$ cat src/rgb_image_bilinear_sampler_core_assert.svh
// Assertion macros for the bilinear sampler core.
// Used by the top level; needs nothing else.
`ifndef RGB_IMAGE_BILINEAR_SAMPLER_CORE_ASSERT_SVH
`define RGB_IMAGE_BILINEAR_SAMPLER_CORE_ASSERT_SVH

// The consequent must hold in the same cycle as the antecedent.
`define RGBBS_ASSERT_IMPLY(label, clk, rst, ante, cons) \
   label: assert property (@(posedge clk) disable iff (rst) (ante) |-> (cons)) \
      else $error("rgbbs assertion failed");

// The consequent must hold a fixed number of cycles after the antecedent.
`define RGBBS_ASSERT_DELAY(label, clk, rst, ante, n, cons) \
   label: assert property (@(posedge clk) disable iff (rst) (ante) |-> ##n (cons)) \
      else $error("rgbbs assertion failed");

`endif

$ cat src/rgbbs_pkg.sv
// Shared constants, codes and types of the bilinear sampler core.
// Used by every module of the block; depends on nothing.
`timescale 1ns / 1ps
`default_nettype none

package rgbbs_pkg;

   localparam int FRAC_BITS  = 8;
   localparam int COORD_BITS = 17;
   localparam int COL_BITS   = 8;
   localparam int ROW_BITS   = 8;
   localparam int CHAN_BITS  = 8;
   localparam int DIM_BITS   = 9;
   localparam int OUT_BITS   = 16;
   localparam int CSR_BITS   = 2;
   localparam int MAX_WIDTH  = 256;
   localparam int MAX_HEIGHT = 256;

   // Four banks by row and column parity; each holds a quarter of the image.
   localparam int BANK_ADDR_BITS = (COL_BITS - 1) + (ROW_BITS - 1);
   localparam int BANK_DEPTH     = 1 << BANK_ADDR_BITS;

   localparam logic [1:0] FUNC_WRITE    = 2'd0;
   localparam logic [1:0] FUNC_BILINEAR = 2'd1;
   localparam logic [1:0] FUNC_NEAREST  = 2'd2;

   localparam logic [CSR_BITS-1:0] CSR_IMAGE_WIDTH  = 2'd0;
   localparam logic [CSR_BITS-1:0] CSR_IMAGE_HEIGHT = 2'd1;

   typedef logic [3*CHAN_BITS-1:0] pixel_type;

   typedef struct packed {
      logic [FRAC_BITS-1:0] fx;
      logic [FRAC_BITS-1:0] fy;
   } frac_type;

   typedef struct packed {
      logic valid;
      logic ok;
      logic has_data;
   } ctl_type;

endpackage

`default_nettype wire

$ cat src/rgbbs_lerp.sv
// Two-stage bilinear blend of one color channel: horizontal, then vertical
// with rounding to 8.8. Depends on rgbbs_pkg.
`timescale 1ns / 1ps
`default_nettype none

module rgbbs_lerp (
   input  wire logic                            clock,
   input  wire logic [rgbbs_pkg::CHAN_BITS-1:0] p00,
   input  wire logic [rgbbs_pkg::CHAN_BITS-1:0] p10,
   input  wire logic [rgbbs_pkg::CHAN_BITS-1:0] p01,
   input  wire logic [rgbbs_pkg::CHAN_BITS-1:0] p11,
   input  wire rgbbs_pkg::frac_type             frac,
   output logic [rgbbs_pkg::OUT_BITS-1:0]       result
);
   import rgbbs_pkg::*;

   localparam int WGT_BITS  = FRAC_BITS + 1;
   localparam int PROD_BITS = CHAN_BITS + WGT_BITS;
   localparam int H_BITS    = CHAN_BITS + FRAC_BITS;
   localparam int V_BITS    = H_BITS + WGT_BITS;
   localparam int SHIFT     = 2 * FRAC_BITS - 8;
   localparam logic [WGT_BITS-1:0] ONE   = WGT_BITS'(1 << FRAC_BITS);
   localparam logic [V_BITS-1:0]   ROUND = V_BITS'(1 << (SHIFT - 1));

   logic [WGT_BITS-1:0]  inv_fx, fx_w, inv_fy, fy_w;
   logic [PROD_BITS-1:0] a0, b0, a1, b1;
   logic [PROD_BITS:0]   sum0, sum1;
   logic [H_BITS-1:0]    h0_in, h1_in, h0_ff, h1_ff;
   logic [FRAC_BITS-1:0] fy_ff;
   logic [V_BITS-1:0]    v0, v1, total;
   logic [OUT_BITS-1:0]  result_in, result_ff;

   always_comb begin
      fx_w   = {1'b0, frac.fx};
      inv_fx = ONE - fx_w;
      a0     = {{WGT_BITS{1'b0}}, p00} * {{CHAN_BITS{1'b0}}, inv_fx};
      b0     = {{WGT_BITS{1'b0}}, p10} * {{CHAN_BITS{1'b0}}, fx_w};
      a1     = {{WGT_BITS{1'b0}}, p01} * {{CHAN_BITS{1'b0}}, inv_fx};
      b1     = {{WGT_BITS{1'b0}}, p11} * {{CHAN_BITS{1'b0}}, fx_w};
      // A blend of two bytes never exceeds 255 * 256, so the top bits are zero.
      sum0   = {1'b0, a0} + {1'b0, b0};
      sum1   = {1'b0, a1} + {1'b0, b1};
      h0_in  = sum0[H_BITS-1:0];
      h1_in  = sum1[H_BITS-1:0];
   end

   always_ff @(posedge clock) begin
      h0_ff <= h0_in;
      h1_ff <= h1_in;
      fy_ff <= frac.fy;
   end

   always_comb begin
      fy_w      = {1'b0, fy_ff};
      inv_fy    = ONE - fy_w;
      v0        = {{WGT_BITS{1'b0}}, h0_ff} * {{H_BITS{1'b0}}, inv_fy};
      v1        = {{WGT_BITS{1'b0}}, h1_ff} * {{H_BITS{1'b0}}, fy_w};
      total     = v0 + v1 + ROUND;
      result_in = total[SHIFT+OUT_BITS-1:SHIFT];
   end

   always_ff @(posedge clock) begin
      result_ff <= result_in;
   end

   assign result = result_ff;

endmodule

`default_nettype wire

$ cat config.mk
export PLATFORM = sky130hd
export DESIGN_NAME = rgbbs_lerp
export DESIGN_NICKNAME = d
export VERILOG_FILES = /design/src/rgb_image_bilinear_sampler_core_assert.svh /design/src/rgbbs_pkg.sv /design/src/rgbbs_lerp.sv
export SDC_FILE = /design/constraint.sdc
export NUM_CORES = 1
export LEC_CHECK = 0
export BUFFER_PORTS_ARGS = -buffer_cell sky130_fd_sc_hd__buf_2
export CORE_AREA = 5 5 214 216
export DETAILED_ROUTE_END_ITERATION = 10
export DIE_AREA = 0 0 219 221
export PLACE_DENSITY = 0.69
export SLEW_MARGIN = 20
export SYNTH_ARGS = -nofsm -noshare
export SYNTH_HDL_FRONTEND = slang
export SYNTH_SLANG_ARGS = --single-unit
$ cat constraint.sdc
create_clock -name clock -period 7.95 [get_ports clock]
set_input_delay 0.3975 -clock clock [delete_from_list [all_inputs] [get_ports clock]]
set_output_delay 0.3975 -clock clock [all_outputs]
set_load 0.05 [all_outputs]
==> results.json, run 1 <==
{
  "die-height_um": 221,
  "fin_skew_ns": 0.01257,
  "numCtsBuffers": 5,
  "fin_crit_sh": 0.8932,
  "fp.dieArea_sq_um": 48400,
  "drt_iter0_drc": 594,
  "rsz0062_at_grt": "no",
  "vias_per_cell": 4.940,
  "dr.pass1.iters": 5,
  "regArea_sq_um": 1121,
  "ant_nets": 0,
  "clock_latency_ns": 0.33,
  "syn_to_final_growth_pct": 6.034,
  "root_buffer": "clkbuf_16",
  "postCtsHoldBufs": 0,
  "place_congestion": 0.9047,
  "post-cts-setup-buffers": 0,
  "crit_arrival_ns": 7.30,
  "critPathMaxStageDelay_ns": 0.56,
  "port_buffers": 64,
  "slowest_stage": "a2111oi_0",
  "cts-htree-levels": 2,
  "fin_crit_ns": 7.101,
  "cts_sinks": 56,
  "outcome": "complete, no violations",
  "cts_tree": "built",
  "antenna_found_initial": 0,
  "grt_pass1_vias": 15204,
  "critical_path_class": "flip-flop to flip-flop",
  "core_sq_um": 43740,
  "post_cts_resized": 0,
  "hpwlAfterDp_um": 37880,
  "synthFlopType": "dfxtp_1",
  "syn_inst": 2139,
  "wl_per_cell_um": 15.74,
  "finalSetupViolations": 0,
  "maxCapViolations": 0,
  "worst_pin_slew_ns": 0.9417,
  "finalNetCount": 2860,
  "slew_violations": 0,
  "io_pins": 65,
  "start_kind": "flip-flop",
  "worst_setup_path_end_kind": "flip-flop",
  "route.detailed.drc": 0,
  "synth-async-reset-ratio": 0,
  "nFillCells": 4230,
  "grt_pass1_wl_um": 74500,
  "yosysSeqAreaShare": 0.05801,
  "initial_core_util": 0.4418,
  "critical_path_required_ns": 8.15,
  "core.rowCount": 77,
  "n_antenna_cell": 0,
  "yosysUniqueCellTypes": 58,
  "slew_headroom": 0.3677,
  "num_vias": 13674,
  "synth_edf_count": 0,
  "cpMostUsedCell": "fa_1",
  "die_width_um": 219,
  "totalNegativeSetupSlack_ns": 0,
  "wl_um": 43560,
  "multi_input_area_sq_um": 15840,
  "yosys_register_bits": 56,
  "clk_pin_slew_ns": 0.09,
  "drive_gt1_frac": 0.04825,
  "clock_path_buffers": 2,
  "grt.overflow.total": 0,
  "grtUsageTotal": 0.1880,
  "syn_nets": 2824,
  "syn_avg_cell_area_sq_um": 9.035,
  "mappedNetlistArea_sq_um": 19330,
  "cp_cell_sequence": "nor2_1 -> nand3_1 -> nor4_1 -> xnor2_2 -> and2_1 -> fa_1 -> inv_1 -> fa_1 -> fa_1 -> inv_1 -> fa_1 -> fa_1 -> inv_1 -> fa_1 -> inv_1 -> ha_1 -> and4_1 -> nand2_1 -> a2111oi_0 -> or3_1 -> nor2_1 -> o311ai_1",
  "path_max_fanout": 16,
  "grt_max_degree": 34,
  "fmax_mhz": 140.8,
  "ys_warn_count": 0,
  "hold_violations": 0,
  "hold_path_class": "input port to flip-flop"
}
-- flip-flops by register name, summed over array words and instances, names as in the netlist --
name    flops
result     16
h0_ff      16
fy_ff       8
h1_ff      16
-- metal layers --
metal / vias up / wire [um] / part of all wire / GRT usage
met5: - / 0 / 0 / 0
li1: 6300 / - / - / -
met2: 323 / 22120 / 0.51 / 0.3363
met1: 6976 / 18580 / 0.43 / 0.2451
met4: 0 / 1121 / 0.026 / 0.05004
met3: 75 / 1743 / 0.040 / 0.01640
-- cell usage after synthesis, types with 3 or more instances --
master / instances / area (sq um)
ha_1: 214 / 2678
buf_2: 5 / 25.02
nand4_1: 7 / 43.79
and3_1: 10 / 62.56
buf_1: 5 / 18.77
nor2_1: 37 / 138.9
nand3_1: 8 / 40.04
clkbuf_1: 48 / 180.2
nand2b_1: 6 / 37.54
a21oi_1: 23 / 115.1
and2_1: 343 / 2146
nor2b_1: 3 / 18.77
xnor2_1: 44 / 385.4
fa_1: 422 / 8448
a31oi_1: 5 / 31.28
nand2_1: 220 / 825.8
o21a_1: 8 / 60.06
o211ai_1: 4 / 30.03
inv_1: 573 / 2151
a211oi_1: 4 / 30.03
o21ai_0: 8 / 40.04
nor4_1: 3 / 18.77
nor3_1: 19 / 95.09
or3_1: 4 / 25.02
dfxtp_1: 56 / 1121
xor2_1: 14 / 122.6
a21o_1: 5 / 37.54
a21boi_0: 3 / 22.52
-- final timing paths --
| path | from | endpoint | slack (ns) | cells past startpoint |
|---|---|---|---|---|
| max | fy_ff[3]$_DFF_P_ | result[14]$_DFF_P_ | 0.85 | 22 |
| min | frac[1] | fy_ff[1]$_DFF_P_ | 0.17 | 1 |
| max reg2reg | fy_ff[3]$_DFF_P_ | result[14]$_DFF_P_ | 0.85 | 22 |
| min reg2reg | h0_ff[15]$_DFF_P_ | result[15]$_DFF_P_ | 0.81 | 3 |
-- final cells by class --
class                      instances  area share
clock buffer                       5    0.006106
clock inverter                     3    0.001160
inverter                         573      0.1050
multi-input combinational       1452      0.7729
sequential                        56     0.05471
tap                              592     0.03615
timing repair buffer              87     0.02406
-- critical path, delay by kind of cell, from the launching register on --
| kind | cells | cell delay [ns] |
|---|---|---|
| buf+inv | 4 | 0.21 |
| xor+xnor | 1 | 0.33 |
| flops | 1 | 0.35 |
| fa+ha+maj | 7 | 3.30 |
| compound gates | 2 | 0.88 |
| simple gates | 8 | 1.90 |
-- kinds of logic (layout without fill, tap and decap cells) --
family	Yosys count	after routing	synth area share
simple gates	670	670	0.1829
fa+ha+maj	636	636	0.5757
buf+inv	631	668	0.1229
compound gates	86	86	0.03192
xor+xnor	60	60	0.02862
flops	56	56	0.05801
-- placed cells by master (no fill, tap or decap), types with 10 or more instances in the layout --
master	Yosys	routed
inv_1	573	573
fa_1	422	422
and2_1	343	343
nand2_1	220	220
ha_1	214	214
buf_2	5	64
dfxtp_1	56	56
xnor2_1	44	43
nor2_1	37	37
a21oi_1	23	23
buf_4	0	23
nor3_1	19	19
xor2_1	14	14
and3_1	10	10
-- stage by stage --
stage / util / hold slack, ns / setup slack [ns] / std cells / instance area, sq um
after CTS: 0.4685 / 0.1679 / 0.7273 / 2768 / 20490
after detailed placement: 0.4651 / 0.5011 / 0.7526 / 2760 / 20340
final: 0.4685 / 0.1720 / 0.8487 / 2768 / 20490
after global placement: 0.4649 / 0.5032 / 0.7122 / 2760 / 20340
after floorplan: - / 0.4252 / 1.352 / 2139 / 19330
after global routing: 0.4685 / 0.1673 / 0.6012 / 2768 / 20490
Power of run 1 is not shown: default switching activity piles up to over one toggle a cycle in this logic, so the estimate is an artifact.
==> inputs of run 2 (changes only) <==
--- a/config.mk
+++ b/config.mk
@@ -6,10 +6,12 @@
 export NUM_CORES = 1
 export LEC_CHECK = 0
 export BUFFER_PORTS_ARGS = -buffer_cell sky130_fd_sc_hd__buf_2
+export CELL_PAD_IN_SITES_DETAIL_PLACEMENT = 0
+export CELL_PAD_IN_SITES_GLOBAL_PLACEMENT = 1
 export CORE_AREA = 5 5 214 216
 export DETAILED_ROUTE_END_ITERATION = 10
 export DIE_AREA = 0 0 219 221
-export PLACE_DENSITY = 0.69
+export PLACE_DENSITY = 0.83
 export SLEW_MARGIN = 20
 export SYNTH_ARGS = -nofsm -noshare
 export SYNTH_HDL_FRONTEND = slang
==> run 2 against run 1 <==
Net effect: via count shrank 1.0%; register-to-register slack gained 0.40 ns; maximum frequency grew 5.9%; first-iteration DRC count grew 24%; critical path depth is the same; global-route usage grew 0.42 points; critical endpoint unchanged; largest cell class unchanged.
==> results.json, run 2 (synthesis results as in run 1) <==
{
  "grt.overflow.total": 0,
  "worst_pin_slew_ns": 0.8076,
  "place_congestion": 0.8816,
  "cts_sinks": 56,
  "worst_setup_path_end_kind": "flip-flop",
  "cp_cell_sequence": "nor2_1 -> nand3_1 -> nor4_1 -> xnor2_2 -> and2_1 -> fa_1 -> inv_1 -> fa_1 -> fa_1 -> inv_1 -> fa_1 -> fa_1 -> inv_1 -> fa_1 -> inv_1 -> ha_1 -> and4_1 -> nand2_1 -> a2111oi_0 -> or3_1 -> nor2_1 -> o311ai_1",
  "slowest_stage": "a2111oi_0",
  "nFillCells": 4227,
  "r2r_slack_ns": 1.25,
  "fin_crit_sh": 0.8433,
  "top_layer_used": "met4",
  "clk_pin_slew_ns": 0.09,
  "layout_commonest_cell": "inv_1",
  "port_buffers": 64,
  "post-cts-setup-buffers": 0,
  "path_max_fanout": 16,
  "clock_path_buffers": 2,
  "met1_length_um": 18960,
  "outcome": "complete, no violations",
  "fmax_mhz": 149.2,
  "drive_gt1_frac": 0.04956,
  "fp.dieArea_sq_um": 48400,
  "ant_nets": 0,
  "numCtsBuffers": 5,
  "critical_path_class": "flip-flop to flip-flop",
  "cts_tree": "built",
  "slew_headroom": 0.4577,
  "hold_violations": 0,
  "dr.pass1.iters": 5,
  "drt_iter0_drc": 736,
  "fin_crit_ns": 6.704,
  "n_antenna_cell": 0,
  "core.rowCount": 77,
  "grt_max_degree": 34,
  "syn_to_final_growth_pct": 6.176,
  "start_kind": "flip-flop",
  "cpMostUsedCell": "fa_1",
  "dr_wl_met2_um": 22320,
  "wl_per_cell_um": 15.93,
  "hold_path_class": "input port to flip-flop",
  "totalNegativeSetupSlack_ns": 0,
  "antenna_found_initial": 0,
  "slew_violations": 0,
  "hpwlAfterDp_um": 38710,
  "vias_per_cell": 4.885,
  "postCtsHoldBufs": 0,
  "grtUsageTotal": 0.1922,
  "instances_no_fill": 2771,
  "fin_skew_ns": 0.01176,
  "cts-htree-levels": 2,
  "critical_path_required_ns": 8.17,
  "maxCapViolations": 0,
  "grt_pass1_wl_um": 75770,
  "finalSetupViolations": 0,
  "num_vias": 13537,
  "core_sq_um": 43740,
  "crit_arrival_ns": 6.92,
  "clock_latency_ns": 0.32,
  "io_pins": 65,
  "rsz0062_at_grt": "no",
  "most-common-layout-cells": "573 x inv_1, 422 x fa_1, 343 x and2_1",
  "grt_pass1_vias": 15424,
  "critPathMaxStageDelay_ns": 0.53,
  "finalNetCount": 2863,
  "die-height_um": 221,
  "met3_length_um": 1846,
  "die_width_um": 219,
  "initial_core_util": 0.4418,
  "root_buffer": "clkbuf_16",
  "post_cts_resized": 0,
  "wl_um": 44150,
  "dp_cells": 2763,
  "route.detailed.drc": 0
}
-- run 2: cell count changes in the layout (fill, tap and decap cells not counted), sizes merged --
cell | before | now
inv | 573 | 576
buf | 87 | 90
clkinvlp | 2 | 0
clkinv | 1 | 0
-- run 2: critical path, delay by kind of cell, from the launching register on --
kind / cells / cell delay, ns
XOR/XNOR: 1 / 0.31
flip-flops: 1 / 0.33
AO/OA/AOI/OAI: 2 / 0.76
adder cells (fa/ha/maj): 7 / 3.28
AND/OR/NAND/NOR: 8 / 1.70
buffers and inverters: 4 / 0.19
-- run 2: worst paths after layout --
kind | start | end | depth (start not counted)
worst min register to register | h0_ff[15]$_DFF_P_ | result[15]$_DFF_P_ | 3
worst min-delay path | frac[0] | fy_ff[0]$_DFF_P_ | 1
worst max register to register | fy_ff[3]$_DFF_P_ | result[14]$_DFF_P_ | 22
worst max-delay path | fy_ff[3]$_DFF_P_ | result[14]$_DFF_P_ | 22
-- run 2: area by class of cell --
| class | instances | area, sq um | area share |
|---|---|---|---|
| clock buffer | 5 | 125.1 | 0.006098 |
| clock inverter | 3 | 28.78 | 0.001402 |
| inverter | 573 | 2151 | 0.1048 |
| multi-input combinational | 1452 | 15840 | 0.7718 |
| sequential | 56 | 1121 | 0.05463 |
| tap | 592 | 740.7 | 0.03610 |
| timing repair buffer | 90 | 515.5 | 0.02512 |
-- run 2: routing by layer --
| layer | vias to the layer above | global-route usage |
|---|---|---|
| met5 | - | 0 |
| met4 | 0 | 0.04498 |
| met2 | 292 | 0.3490 |
| met1 | 6872 | 0.2449 |
| li1 | 6312 | - |
| met3 | 61 | 0.02255 |
-- run 2: per-stage QoR --
| step | setup WS, ns | util | hold WS [ns] | cell area [sq um] |
|---|---|---|---|---|
| after CTS | 1.103 | 0.4690 | 0.1693 | 20510 |
| after floorplan | 1.352 | - | 0.4252 | 19330 |
| after detailed placement | 1.064 | 0.4654 | 0.5073 | 20360 |
| after global placement | 1.211 | 0.4654 | 0.5069 | 20360 |
| final | 1.246 | 0.4691 | 0.1785 | 20520 |
| after global routing | 0.9843 | 0.4691 | 0.1758 | 20520 |
Power of run 2 is left out for the same reason.
